==> config.mk <==
export PLATFORM = sky130hd
export DESIGN_NAME = cned_scan
export DESIGN_NICKNAME = d
export VERILOG_FILES = /design/src/sv/cned_pkg.sv /design/src/sv/cned_scan.sv
export SDC_FILE = /design/constraint.sdc
export NUM_CORES = 1
export LEC_CHECK = 0
export BUFFER_PORTS_ARGS = -buffer_cell sky130_fd_sc_hd__buf_2
export CORE_MARGIN = 1.5
export CORE_UTILIZATION = 50
export CTS_CLUSTER_DIAMETER = 150
export CTS_CLUSTER_SIZE = 25
export DETAILED_ROUTE_END_ITERATION = 7
export GPL_TIMING_DRIVEN = 0
export MAX_ROUTING_LAYER = met4
export PLACE_DENSITY = 0.75
export SYNTH_ARGS = -nofsm -noshare
export SYNTH_HDL_FRONTEND = slang
export SYNTH_SLANG_ARGS = --single-unit
==> constraint.sdc <==
create_clock -name clk -period 7.26 [get_ports clk]
set_input_delay 1.452 -clock clk [delete_from_list [all_inputs] [get_ports clk]]
set_output_delay 1.452 -clock clk [all_outputs]
set_load 0.005 [all_outputs]
==> src/sv/cned_pkg.sv <==
// ----------------------------------------------------------------------------
// cned_pkg: shared definitions for the circular nearest equal distance core
// Sizes, field widths, command codes, the request and result structs between
// the top level and the scan sequencer, and the ring address steppers.
// ----------------------------------------------------------------------------
package cned_pkg;

  // Store geometry.
  localparam int RING_DEPTH = 1024;
  localparam int VALUE_BITS = 32;
  localparam int ADDR_W     = $clog2(RING_DEPTH);
  localparam int LEN_W      = $clog2(RING_DEPTH + 1);

  // Fixed field widths of the ports.
  localparam int CFG_W      = 11;
  localparam int POS_W      = 10;
  localparam int VAL_W      = 32;
  localparam int DIST_W     = 10;
  localparam int IN_DATA_W  = ((POS_W + VAL_W + 7) / 8) * 8;
  localparam int OUT_DATA_W = ((DIST_W + 7) / 8) * 8;

  // Common width for length and position compares.
  localparam int CMP_W  = (LEN_W > CFG_W) ? LEN_W : CFG_W;
  // Common width for the value word before it is cut to the store width.
  localparam int VEXT_W = (VALUE_BITS > VAL_W) ? VALUE_BITS : VAL_W;

  // Command codes carried in the input tuser.
  localparam logic CMD_LOAD  = 1'b0;
  localparam logic CMD_QUERY = 1'b1;

  // Query request from the top level to the scan sequencer.
  typedef struct packed {
    logic              start;
    logic              in_range;
    logic [ADDR_W-1:0] pos;
    logic [LEN_W-1:0]  len;
  } scan_req_t;

  // Query result from the scan sequencer.
  typedef struct packed {
    logic             valid;
    logic             found;
    logic [LEN_W-1:0] distance;
  } scan_res_t;

  // One step forward around a ring of the given length.
  function automatic logic [ADDR_W-1:0] step_fwd(input logic [ADDR_W-1:0] a,
                                                 input logic [LEN_W-1:0]  len);
    logic [LEN_W-1:0] inc;
    inc = LEN_W'(a) + LEN_W'(1);
    if (inc == len) begin
      inc = '0;
    end
    return inc[ADDR_W-1:0];
  endfunction

  // One step backward around a ring of the given length.
  function automatic logic [ADDR_W-1:0] step_bwd(input logic [ADDR_W-1:0] a,
                                                 input logic [LEN_W-1:0]  len);
    logic [LEN_W-1:0] dec;
    if (a == '0) begin
      dec = len - LEN_W'(1);
    end else begin
      dec = LEN_W'(a) - LEN_W'(1);
    end
    return dec[ADDR_W-1:0];
  endfunction

endpackage

==> src/sv/cned_scan.sv <==
// ----------------------------------------------------------------------------
// cned_scan: outward scan sequencer
// Reads the target word, then steps one distance per cycle in both directions
// around the ring, comparing both read words against the target.
// ----------------------------------------------------------------------------
module cned_scan (
  input  logic                            clk,
  input  logic                            rst_n,
  input  cned_pkg::scan_req_t             req,
  input  logic                            res_ready,
  output cned_pkg::scan_res_t             res,
  output logic                            idle,
  output logic [cned_pkg::ADDR_W-1:0]     rd_addr_a,
  output logic [cned_pkg::ADDR_W-1:0]     rd_addr_b,
  input  logic [cned_pkg::VALUE_BITS-1:0] rd_data_a,
  input  logic [cned_pkg::VALUE_BITS-1:0] rd_data_b
);
  import cned_pkg::*;

  localparam logic [1:0] S_IDLE = 2'd0;
  localparam logic [1:0] S_TGT  = 2'd1;
  localparam logic [1:0] S_SCAN = 2'd2;
  localparam logic [1:0] S_DONE = 2'd3;

  logic [1:0]            st_r,     st_nxt;
  logic [LEN_W-1:0]      len_r,    len_nxt;
  logic [LEN_W-1:0]      half_r,   half_nxt;
  logic [LEN_W-1:0]      d_r,      d_nxt;
  logic [LEN_W-1:0]      cmp_d_r,  cmp_d_nxt;
  logic [ADDR_W-1:0]     fwd_r,    fwd_nxt;
  logic [ADDR_W-1:0]     bwd_r,    bwd_nxt;
  logic [VALUE_BITS-1:0] target_r, target_nxt;
  logic                  found_r,  found_nxt;
  logic [LEN_W-1:0]      dist_r,   dist_nxt;
  logic                  hit;

  // Shared compare of both read words against the target.
  assign hit = (rd_data_a == target_r) || (rd_data_b == target_r);

  // Sequencer.
  always_comb begin
    st_nxt     = st_r;
    len_nxt    = len_r;
    half_nxt   = half_r;
    d_nxt      = d_r;
    cmp_d_nxt  = cmp_d_r;
    fwd_nxt    = fwd_r;
    bwd_nxt    = bwd_r;
    target_nxt = target_r;
    found_nxt  = found_r;
    dist_nxt   = dist_r;
    rd_addr_a  = fwd_r;
    rd_addr_b  = bwd_r;
    case (st_r)
      S_IDLE: begin
        rd_addr_a = req.pos;
        if (req.start) begin
          len_nxt  = req.len;
          half_nxt = req.len >> 1;
          if (req.in_range && ((req.len >> 1) != '0)) begin
            fwd_nxt = step_fwd(req.pos, req.len);
            bwd_nxt = step_bwd(req.pos, req.len);
            d_nxt   = LEN_W'(1);
            st_nxt  = S_TGT;
          end else begin
            found_nxt = 1'b0;
            dist_nxt  = '0;
            st_nxt    = S_DONE;
          end
        end
      end
      S_TGT: begin
        // Target word arrives; the first pair of reads goes out.
        target_nxt = rd_data_a;
        cmp_d_nxt  = d_r;
        d_nxt      = d_r + LEN_W'(1);
        fwd_nxt    = step_fwd(fwd_r, len_r);
        bwd_nxt    = step_bwd(bwd_r, len_r);
        st_nxt     = S_SCAN;
      end
      S_SCAN: begin
        if (hit) begin
          found_nxt = 1'b1;
          dist_nxt  = cmp_d_r;
          st_nxt    = S_DONE;
        end else if (cmp_d_r == half_r) begin
          found_nxt = 1'b0;
          dist_nxt  = '0;
          st_nxt    = S_DONE;
        end else begin
          cmp_d_nxt = d_r;
          d_nxt     = d_r + LEN_W'(1);
          fwd_nxt   = step_fwd(fwd_r, len_r);
          bwd_nxt   = step_bwd(bwd_r, len_r);
        end
      end
      S_DONE: begin
        if (res_ready) begin
          st_nxt = S_IDLE;
        end
      end
      default: begin
        st_nxt = S_IDLE;
      end
    endcase
  end

  // State register with reset.
  always_ff @(posedge clk) begin
    if (!rst_n) begin
      st_r <= S_IDLE;
    end else begin
      st_r <= st_nxt;
    end
  end

  // Working registers.
  always_ff @(posedge clk) begin
    len_r    <= len_nxt;
    half_r   <= half_nxt;
    d_r      <= d_nxt;
    cmp_d_r  <= cmp_d_nxt;
    fwd_r    <= fwd_nxt;
    bwd_r    <= bwd_nxt;
    target_r <= target_nxt;
    found_r  <= found_nxt;
    dist_r   <= dist_nxt;
  end

  assign idle         = (st_r == S_IDLE);
  assign res.valid    = (st_r == S_DONE);
  assign res.found    = found_r;
  assign res.distance = dist_r;

  // The compared distance stays within one to half the ring.
  a_scan_range: assert property (@(posedge clk) disable iff (!rst_n)
    (st_r == S_SCAN) |-> ((cmp_d_r != '0) && (cmp_d_r <= half_r)))
    else $error("scan distance out of range");

  // A found result carries a nonzero distance of at most half the ring.
  a_found_dist: assert property (@(posedge clk) disable iff (!rst_n)
    (res.valid && res.found) |-> ((res.distance != '0) && (res.distance <= half_r)))
    else $error("found result with bad distance");

  // The target read is always entered straight from idle on a start.
  a_tgt_entry: assert property (@(posedge clk) disable iff (!rst_n)
    (st_r == S_TGT) |-> ($past(st_r) == S_IDLE && $past(req.start)))
    else $error("target read entered without start");

  // The issued distance runs one ahead of the compared distance.
  a_pipe_step: assert property (@(posedge clk) disable iff (!rst_n)
    (st_r == S_SCAN) |-> (d_r == cmp_d_r + LEN_W'(1)))
    else $error("scan pipeline out of step");

endmodule

==> results of run 1 <==
[layout make-up]
cell class	count	area (um^2)	share of cell area
multi-input combinational	369	2800	0.397
buffer	21	160	0.0227
inverter	15	56.3	0.00798
timing repair buffer	121	646	0.0915
clock inverter	5	28.8	0.00408
tap	143	179	0.0254
clock buffer	11	233	0.0330
sequential	99	2950	0.419
[per-layer routing]
layer | vias to the layer above | GRT usage | share of wire
met5 | - | - | 0
met4 | 0 | 0.0954 | 0.022
met3 | 25 | 0.0459 | 0.089
met2 | 236 | 0.378 | 0.47
met1 | 2178 | 0.318 | 0.42
li1 | 2142 | - | -
[stage by stage]
step / hold WS [ps] / setup WS [ps] / cells / utilization
4_1_cts: 482 / 3460 / 784 / 0.613
3_3_place_gp: 464 / 34.8 / 763 / 0.584
5_1_grt: 494 / 3330 / 784 / 0.613
2_1_floorplan: 447 / 1690 / 504 / -
6_report: 484 / 3440 / 784 / 0.613
3_5_place_dp: 465 / 3200 / 768 / 0.590
[worst max-delay path: stages (launching register included)]
cell and delay (ps):
dfxtp_1 330, inv_1 100, ha_1 210, clkbuf_1 320, clkbuf_1 510, mux2_2 420, buf_2 130
[power groups by stage]
stage	combinational, uW	clock (uW)	sequential (uW)
2_1_floorplan	808	0	1130
3_3_place_gp	1090	0	1180
3_5_place_dp	1160	0	1180
4_1_cts	1170	442	1170
5_1_grt	1300	461	1200
6_report	1180	433	1170
[sequential cells by signal, indices dropped and copies added (netlist names), 2 cells and up]
signal     flops
fwd_r         10
cmp_d_r       11
len_r         11
target_r      32
dist_r        11
rd_addr_b     10
st_r           2
d_r           11
[kinds of logic after synthesis]
family / Yosys count / synth area share
flops: 99 / 0.495
buf+inv: 36 / 0.0363
fa+ha+maj: 9 / 0.0189
simple gates: 160 / 0.154
compound gates: 60 / 0.0783
mux: 12 / 0.0222
xor+xnor: 128 / 0.195
[cells in the final DEF (no fill, tap or decap), types with 15 or more instances in the layout]
cell,netlist,layout
and3_1,15,15
buf_2,3,119
edfxtp_1,97,97
inv_1,15,15
nand2_1,19,19
nand3_1,19,19
nor2_1,31,31
nor4_1,23,22
xnor2_1,31,31
xor2_1,94,94
[worst max-delay path by stage]
stage,start,endpoint,slack [ps],cells after the start
final,st_r[0]$_SDFFE_PN0P_,rd_addr_a[7],3440,6
after global routing,st_r[0]$_SDFFE_PN0P_,rd_addr_a[7],3330,6
after CTS,st_r[0]$_SDFFE_PN0P_,rd_addr_a[7],3460,6
after detailed placement,rd_data_a[29],rd_addr_b[1]$_DFFE_PP_,3200,9
after global placement,rd_data_b[21],rd_addr_b[1]$_DFFE_PP_,30,7
after floorplan,rd_data_a[23],d_r[0]$_SDFFCE_PP1P_,1690,6
==> metrics.yaml, run 1 <==
global_route:
  grt_pass1_vias: 4493
  grt_max_degree: 22
  track_usage: 0.243
  overflow: 0
  antenna_found_initial: 0
  grt_pass1_wl_mm: 22.8
synth:
  yosys-top-cells-area: "edfxtp_1, xor2_1, xnor2_1"
  avgSynthCellArea_um2: 11.8
  synth-edff-count: 97
  async_flop_share: 0
  syn_nets: 603
  synth_top_flop_cell: "edfxtp_1"
  synth_seq_area_share: 0.495
  yosysMostFrequentCell: "edfxtp_1"
  synth_cell_types: 61
  synth_common_cells: "edfxtp_1, xor2_1, nor2_1, xnor2_1, nor4_1"
  synthCells: 504
  synth_top_area_cell: "edfxtp_1"
  synth_top_area_frac: 0.488
  yosysWarnings: 0
  synth_seq_cells: 99
  synth_area_um2: 5960
clock_tree:
  clk_pin_slew_ps: 60
  insertion_delay_ps: 350
  cts.path.max_buffers: 2
  ctsResizeCount: 0
  post_cts_buffers: 0
  cts_tree: "built"
  cts_made_buffers: 9
  cts_hold_repair.buffers: 0
  cts-root-buf: "clkbuf_16"
  cts_htree_levels: 3
  clock_sinks: 99
power:
  pwr-share-seq: 0.421
  pwr-share-clk: 0.156
  vdd_drop_max_v: 0.000285
  cell_internal_pwr_uw: 1720
  powerDensity_nw_per_um2: 394
  p_total_uw: 2780
  cellLeakagePower_uw: 0.00273
  swShare: 0.382
  power_switching_uw: 1060
  combPwrFrac: 0.423
route:
  drc: 12
  drtIter0Drc: 347
  routedWlPerCell_um: 18.5
  wl_mm: 14.5
  vias: 4581
  avgViaCountPerCell: 5.84
  ant_nets: 0
  dr.pass1.iters: 7
worst_setup_path:
  cp.required_ps: 5810
  start_kind: "flop"
  worstReg2RegEnd: "rd_addr_b[4]$_DFFE_PP_"
  reg2regPathDepth: 8
  cp.arrival_ps: 2370
  r2r_start: "target_r[21]$_DFFE_PN_"
  critical_path_class: "flop to output pin"
  r2r_slack_ps: 4380
  critical_path.endpoint_type: "output pin"
  crit_path_max_fanout: 10
timing:
  hold_viol: 0
  finalClockSkew_ps: 6.60
  slew_violations: 0
  fmax_ghz: 0.262
  rsz0062_at_grt: "false"
  fin_crit_ps: 3820
  relSlewSlack: 0.338
  fin_setup_tns_ps: 0
  worst_pin_slew_ps: 985
  period_share: 0.526
  setup_viol: 0
placed_design:
  gp_congestion: 0.954
  placed_area_um2: 6790
  io_buffer_count: 116
  hpwlAfterDp_mm: 11.4
flow_run:
  cap_violations: 0
finish:
  final_area_um2: 7060
  num-fill-cells: 933
  area_growth_pct: 18.3
  antennaDiodeCount: 0
  nNetsFinal: 735
  layout-drive-gt1-share: 0.273
floorplanning:
  die_area_um2: 12600
  die_h_um: 112
  num_io_pins: 124
  rows: 39
  core_area_um2: 11500
  dieWidth_um: 112
  start_util: 0.518
run_status:
  outcome: "complete, but fails checks"
  violations: "design-rule violations"
hold_path:
  hold_path.class: "flop to flop"
  hold_end: "cmp_d_r[10]$_DFFE_PP_"
  worstHoldStart: "d_r[10]$_SDFFCE_PP0P_"
  holdPathStages: 0
Power figures use the tool's default switching activity.
==> run 2: changes to the inputs <==
--- a/config.mk
+++ b/config.mk
@@ -5,6 +5,7 @@
 export SDC_FILE = /design/constraint.sdc
 export NUM_CORES = 1
 export LEC_CHECK = 0
+export ABC_AREA = 1
 export BUFFER_PORTS_ARGS = -buffer_cell sky130_fd_sc_hd__buf_2
 export CORE_MARGIN = 1.5
 export CORE_UTILIZATION = 50
@@ -13,7 +14,7 @@
 export DETAILED_ROUTE_END_ITERATION = 7
 export GPL_TIMING_DRIVEN = 0
 export MAX_ROUTING_LAYER = met4
-export PLACE_DENSITY = 0.75
+export PLACE_DENSITY = 0.77
 export SYNTH_ARGS = -nofsm -noshare
 export SYNTH_HDL_FRONTEND = slang
 export SYNTH_SLANG_ARGS = --single-unit
==> constraint.sdc (replaced) <==
create_clock -name clk -period 3.1 [get_ports clk]
set_input_delay 0.62 -clock clk [delete_from_list [all_inputs] [get_ports clk]]
set_output_delay 0.62 -clock clk [all_outputs]
set_load 0.005 [all_outputs]
==> run 2 against run 1 <==
Against the previous run: the run now ends clean; global-route usage is 0.41 points higher; final area increased by 3.1%; sequential cell count is the same; final cell count up 32%; register-to-register slack worse by 3900 ps; core utilization is 0.74 points lower; non-clock buffer count fell by 10; wire length grew 2.4%; first-iteration DRC count increased by 2.9%; highest routed layer unchanged.
==> metrics.yaml, run 2 <==
synth:
  synth_area_um2: 6180  # was 5960 um^2
  synthCells: 753  # was 504
  yosysMostFrequentCell: "nand2_1"  # was edfxtp_1
  synth_top_area_frac: 0.472  # was 0.488
  synth_top_flop_cell: "edfxtp_1"  # unchanged
  synth-edff-count: 97  # unchanged
  yosysWarnings: 0  # unchanged
  yosys-top-cells-area: "edfxtp_1, nand2_1, xnor2_1"  # was edfxtp_1, xor2_1, xnor2_1
  syn_nets: 852  # was 603
  synth_seq_area_share: 0.478  # was 0.495
  synth_common_cells: "nand2_1, edfxtp_1, inv_1, nor2_1, xnor2_1"  # was edfxtp_1, xor2_1, nor2_1, xnor2_1, nor4_1
  synth_top_area_cell: "edfxtp_1"  # unchanged
  synth_seq_cells: 99  # unchanged
  async_flop_share: 0  # unchanged
  synth_cell_types: 35  # was 61
  avgSynthCellArea_um2: 8.20  # was 11.8 um^2
route:
  vias: 5264  # was 4581
  dr.pass1.iters: 5  # was 7
  wl_mm: 14.9  # was 14.5 mm
  ant_nets: 0  # unchanged
  drtIter0Drc: 357  # was 347
  drc: 0  # was 12
  routedWlPerCell_um: 14.3  # was 18.5 um
  avgViaCountPerCell: 5.08  # was 5.84
clock_tree:
  cts_htree_levels: 3  # unchanged
  cts.path.max_buffers: 2  # unchanged
  ctsResizeCount: 0  # unchanged
  clk_pin_slew_ps: 70  # was 60 ps
  cts_tree: "built"  # unchanged
  clock_sinks: 99  # unchanged
  cts_made_buffers: 9  # unchanged
  post_cts_buffers: 0  # unchanged
  cts-root-buf: "clkbuf_16"  # unchanged
  cts_hold_repair.buffers: 0  # unchanged
  insertion_delay_ps: 350  # about the same
power:
  vdd_drop_max_v: 0.000570  # was 0.000285 V
  p_total_uw: 6570  # was 2780 uW
  combPwrFrac: 0.428  # was 0.423
  cell_internal_pwr_uw: 3890  # was 1720 uW
  swShare: 0.408  # was 0.382
  cellLeakagePower_uw: 0.00329  # was 0.00273 uW
  powerDensity_nw_per_um2: 903  # was 394 nW/um^2
  power_switching_uw: 2680  # was 1060 uW
  pwr-share-clk: 0.170  # was 0.156
  pwr-share-seq: 0.401  # was 0.421
finish:
  final_area_um2: 7270  # was 7060 um^2
  largest_register: "target_r"  # unchanged
  largest_reg_flops: 32  # unchanged
  final_cell_mix: "nand2_1, buf_2, edfxtp_1, inv_1, nor2_1"  # was buf_2, edfxtp_1, xor2_1, nor2_1, xnor2_1
  num-fill-cells: 1057  # was 933
  nNetsFinal: 985  # was 735
  area_growth_pct: 17.7  # was 18.3%
  layout_commonest_cell: "nand2_1"  # was buf_2
  postLayoutCoreUtil: 0.605  # was 0.613
  layout-drive-gt1-share: 0.185  # was 0.273
  multi_input_area_um2: 2810  # was 2800 um^2
  seq_area_um2: 2950  # unchanged
  antennaDiodeCount: 0  # unchanged
global_route:
  grt_max_degree: 34  # was 22
  antenna_found_initial: 0  # unchanged
  track_usage: 0.247  # was 0.243
  grt_pass1_vias: 5101  # was 4493
  grt_pass1_wl_mm: 23.9  # was 22.8 mm
  overflow: 0  # unchanged
timing:
  period_share: 0.851
  setup_viol: 0  # unchanged
  hold_viol: 0  # unchanged
  relSlewSlack: 0.232  # was 0.338
  rsz0062_at_grt: "false"  # unchanged
  finalClockSkew_ps: 7.98  # was 6.60 ps
  fin_crit_ps: 2640
  slew_violations: 0  # unchanged
  worst_pin_slew_ps: 1150  # was 985 ps
  fmax_ghz: 0.379
  holdWs_ps: 465  # was 484 ps
placed_design:
  gp_congestion: 0.929  # was 0.954
  hpwlAfterDp_mm: 11.5  # was 11.4 mm
  placed_area_um2: 6980  # was 6790 um^2
  io_buffer_count: 122  # was 116
worst_setup_path:
  critical_path.endpoint_type: "flop"  # was output pin
  crit_path_max_fanout: 12  # was 10
  critical_path_class: "flop to flop"  # was flop to output pin
  cp.arrival_ps: 2610  # was 2370 ps
  cp.required_ps: 3070  # was 5810 ps
  start_kind: "flop"  # unchanged
floorplanning:
  rows: 40  # was 39
  start_util: 0.514  # was 0.518
  core_area_um2: 12000  # was 11500 um^2
  num_io_pins: 124  # unchanged
  dieWidth_um: 114  # was 112 um
  die_h_um: 114  # was 112 um
  die_area_um2: 13000  # was 12600 um^2
hold_path:
  hold_path.class: "primary input to flop"  # was flop to flop
run_status:
  outcome: "finished, final reports clean"  # was complete, but fails checks
flow_run:
  cap_violations: 0  # unchanged
## run 2: cell types whose count changed after synthesis, sizes merged, moves of 22 or more
cell,before,now
xor2,94,15
nand2,19,242
inv,15,98
nor4,25,0
xnor2,31,67
nand3,21,43
nor2,31,101
## run 2: metal layers
metal	vias up	part of all wire	global-route usage
met5	-	0	-
met4	0	0.025	0.108
met3	29	0.080	0.0588
met2	215	0.46	0.392
met1	2354	0.43	0.302
li1	2666	-	-
## run 2: power by group through the flow
| stage | registers (uW) | logic, uW | clock network, uW |
|---|---|---|---|
| floorplan | 2570 | 1940 | 0 |
| global placement | 2660 | 2720 | 0 |
| detailed placement | 2650 | 2800 | 0 |
| CTS | 2630 | 2820 | 1150 |
| global route | 2700 | 3200 | 1210 |
| finish | 2640 | 2810 | 1120 |
## run 2: cell families (layout without fill, tap and decap cells)
group / count (synthesis) / count (layout) / share of synthesized area
simple gates: 412 / 412 / 0.281
flops: 99 / 99 / 0.478
compound gates: 42 / 42 / 0.0365
buf+inv: 109 / 246 / 0.0685
xor+xnor: 82 / 82 / 0.117
fa+ha+maj: 9 / 9 / 0.0182
## run 2: path summary, 6_finish.rpt
check	start	endpoint	slack, ps	cells past startpoint
setup / recovery	target_r[18]$_DFFE_PN_	dist_r[0]$_SDFFCE_PN0P_	460	9
hold / removal	rd_data_a[4]	target_r[4]$_DFFE_PN_	460	1
setup reg to reg	target_r[18]$_DFFE_PN_	dist_r[0]$_SDFFCE_PN0P_	460	9
hold reg to reg	d_r[10]$_SDFFCE_PP0P_	cmp_d_r[10]$_DFFE_PP_	500	0
## run 2: cell type report
class / count / share of cell area
repair buffers: 122 / 0.0840
clock inverters: 6 / 0.00878
plain buffers: 10 / 0.00706
well taps: 147 / 0.0253
inverters: 99 / 0.0511
clock buffers: 9 / 0.0310
flip-flops and latches: 99 / 0.406
multi-input cells: 545 / 0.387
## run 2: worst max-delay path: stages (launching register included)
cell and delay, ps:
edfxtp_1 430, xnor2_1 170, nand2_1 60, nor2_1 120
nand2_1 70, nor2_1 170, nand2_1 120, nand3_1 160
nand2_1 80, a21oi_1 880
## run 2: stage by stage
| step | std cells | setup TNS, ps | setup WS [ps] |
|---|---|---|---|
| 2_1_floorplan | 753 | 0 | 306 |
| 3_3_place_gp | 1022 | -20770 | -672 |
| 3_5_place_dp | 1022 | 0 | 118 |
| 4_1_cts | 1037 | 0 | 362 |
| 5_1_grt | 1037 | 0 | 137 |
| 6_report | 1037 | 0 | 462 |
==> run 3: changes to the inputs <==
--- a/config.mk
+++ b/config.mk
@@ -15,6 +15,7 @@
 export GPL_TIMING_DRIVEN = 0
 export MAX_ROUTING_LAYER = met4
 export PLACE_DENSITY = 0.77
+export RECOVER_POWER = 50
 export SYNTH_ARGS = -nofsm -noshare
 export SYNTH_HDL_FRONTEND = slang
 export SYNTH_SLANG_ARGS = --single-unit
==> run 3 against run 2 <==
Against the previous run: wire length about the same; core utilization decreased by 0.59 points; sequential share of layout area increased by 0.40 points.
==> metrics.yaml, run 3 (synthesis results as in run 2) <==
worst_setup_path:
  cp.required_ps: 3070  # about the same
  critical_path_class: "flop to flop"  # unchanged
  endpoint: "dist_r[0]$_SDFFCE_PN0P_"  # unchanged
  worstReg2RegEnd: "dist_r[0]$_SDFFCE_PN0P_"  # unchanged
  setup.worst_path.start: "target_r[18]$_DFFE_PN_"  # unchanged
  critical_path.endpoint_type: "flop"  # unchanged
  crit_path_max_fanout: 12  # unchanged
  start_kind: "flop"  # unchanged
  reg2regPathDepth: 9  # unchanged
  r2r_slack_ps: 460  # about the same
  cp.arrival_ps: 2610  # about the same
  r2r_start: "target_r[18]$_DFFE_PN_"  # unchanged
flow_run:
  cap_violations: 0  # unchanged
route:
  routedWlPerCell_um: 14.3  # about the same
  ant_nets: 0  # unchanged
  wl_mm: 14.9  # about the same
  dr.pass1.iters: 5  # unchanged
  vias: 5275  # was 5264
  drtIter0Drc: 318  # was 357
  drc: 0  # unchanged
  avgViaCountPerCell: 5.09  # was 5.08
floorplanning:
  die_area_um2: 13000  # unchanged
  dieWidth_um: 114  # unchanged
  start_util: 0.514  # unchanged
  num_io_pins: 124  # unchanged
  rows: 40  # unchanged
  die_h_um: 114  # unchanged
  core_area_um2: 12000  # unchanged
finish:
  largest_register: "target_r"  # unchanged
  antennaDiodeCount: 0  # unchanged
  final_cell_mix: "nand2_1, edfxtp_1, inv_1, nor2_1, buf_2"  # was nand2_1, buf_2, edfxtp_1, inv_1, nor2_1
  layout-drive-gt1-share: 0.122  # was 0.185
  layout_commonest_cell: "nand2_1"  # unchanged
  area_growth_pct: 16.5  # was 17.7%
  nNetsFinal: 985  # unchanged
  largest_reg_flops: 32  # unchanged
clock_tree:
  clk_pin_slew_ps: 70  # about the same
  cts_hold_repair.buffers: 0  # unchanged
  clock_sinks: 99  # unchanged
  cts_htree_levels: 3  # unchanged
  ctsResizeCount: 0  # unchanged
  cts_made_buffers: 9  # unchanged
  cts-root-buf: "clkbuf_16"  # unchanged
  cts_tree: "built"  # unchanged
  insertion_delay_ps: 360  # was 350 ps
  cts.path.max_buffers: 2  # unchanged
  post_cts_buffers: 0  # unchanged
run_status:
  outcome: "finished, final reports clean"  # unchanged
timing:
  relSlewSlack: 0.00763  # was 0.232
  fin_setup_tns_ps: 0  # unchanged
  fin_crit_ps: 2640  # about the same
  finalClockSkew_ps: 7.94  # was 7.98 ps
  hold_viol: 0  # unchanged
  rsz0062_at_grt: "false"  # unchanged
  slew_violations: 0  # unchanged
  worst_pin_slew_ps: 1490  # was 1150 ps
  setup_viol: 0  # unchanged
  fmax_ghz: 0.379  # about the same
  period_share: 0.850  # was 0.851
power:
  cellLeakagePower_uw: 0.00314  # was 0.00329 uW
  powerDensity_nw_per_um2: 909  # was 903 nW/um^2
  p_total_uw: 6540  # was 6570 uW
  vdd_drop_max_v: 0.000571  # was 0.000570 V
global_route:
  antenna_found_initial: 0  # unchanged
  grt_pass1_wl_mm: 23.9  # unchanged
  grt_max_degree: 34  # unchanged
  track_usage: 0.247  # unchanged
  grt_pass1_vias: 5101  # unchanged
  overflow: 0  # unchanged
placed_design:
  io_buffer_count: 122  # unchanged
  gp_congestion: 0.929  # unchanged
  hpwlAfterDp_mm: 11.5  # unchanged
hold_path:
  hold_path.class: "primary input to flop"  # unchanged
  worstHoldStart: "rd_data_a[9]"  # was rd_data_a[4]
run 3: changes by cell type in the layout (fill, tap and decap cells not counted), sizes merged:
| cell | previous run | this run |
|---|---|---|
| buf | 127 | 71 |
| clkbuf | 14 | 70 |
run 3: worst min path at each step:
| stage | endpoint | slack (ps) | cells past startpoint |
|---|---|---|---|
| after floorplan | cmp_d_r[10]$_DFFE_PP_ | 440 | 0 |
| after global placement | cmp_d_r[10]$_DFFE_PP_ | 460 | 0 |
| final | target_r[9]$_DFFE_PN_ | 500 | 1 |
| after detailed placement | cmp_d_r[3]$_DFFE_PP_ | 480 | 0 |
| after CTS | len_r[4]$_DFFE_PP_ | 450 | 1 |
| after global routing | len_r[4]$_DFFE_PP_ | 480 | 1 |
run 3: layout make-up:
cell class / instances / area, um^2
clock buffer: 9 / 225
buffer: 10 / 51.3
sequential: 99 / 2950
multi-input combinational: 545 / 2810
clock inverter: 6 / 63.8
fill: 1084 / 4810
tap: 147 / 184
inverter: 99 / 372
timing repair buffer: 122 / 542
run 3: metrics by stage:
step	setup slack (ps)	instances	util	hold WS, ps	area [um^2]
floorplan	306	753	-	443	6180
global placement	-672	1022	0.580	462	6970
detailed placement	118	1022	0.581	483	6980
CTS	362	1037	0.605	448	7270
global route	137	1037	0.599	480	7200
finish	464	1037	0.599	497	7200
run 3: critical path: stages, from the launching register on:
cell,delay (ps)
edfxtp_1,430
xnor2_1,170
nand2_1,60
nor2_1,120
nand2_1,70
nor2_1,170
nand2_1,120
nand3_1,160
nand2_1,80
a21oi_1,870
run 3: routing by layer:
| layer | global-route usage | vias to the layer above | share of wire |
|---|---|---|---|
| met5 | - | - | 0 |
| met4 | 0.108 | 0 | 0.026 |
| met3 | 0.0588 | 32 | 0.081 |
| met2 | 0.392 | 226 | 0.46 |
| met1 | 0.302 | 2354 | 0.43 |
| li1 | - | 2663 | - |
run 3: where the power goes:
part           leakage (uW)  internal [uW]  switching (uW)  total [uW]
clock network      0.000140            623             496        1120
logic               0.00205            977            1810        2780
registers          0.000946           2270             374        2640
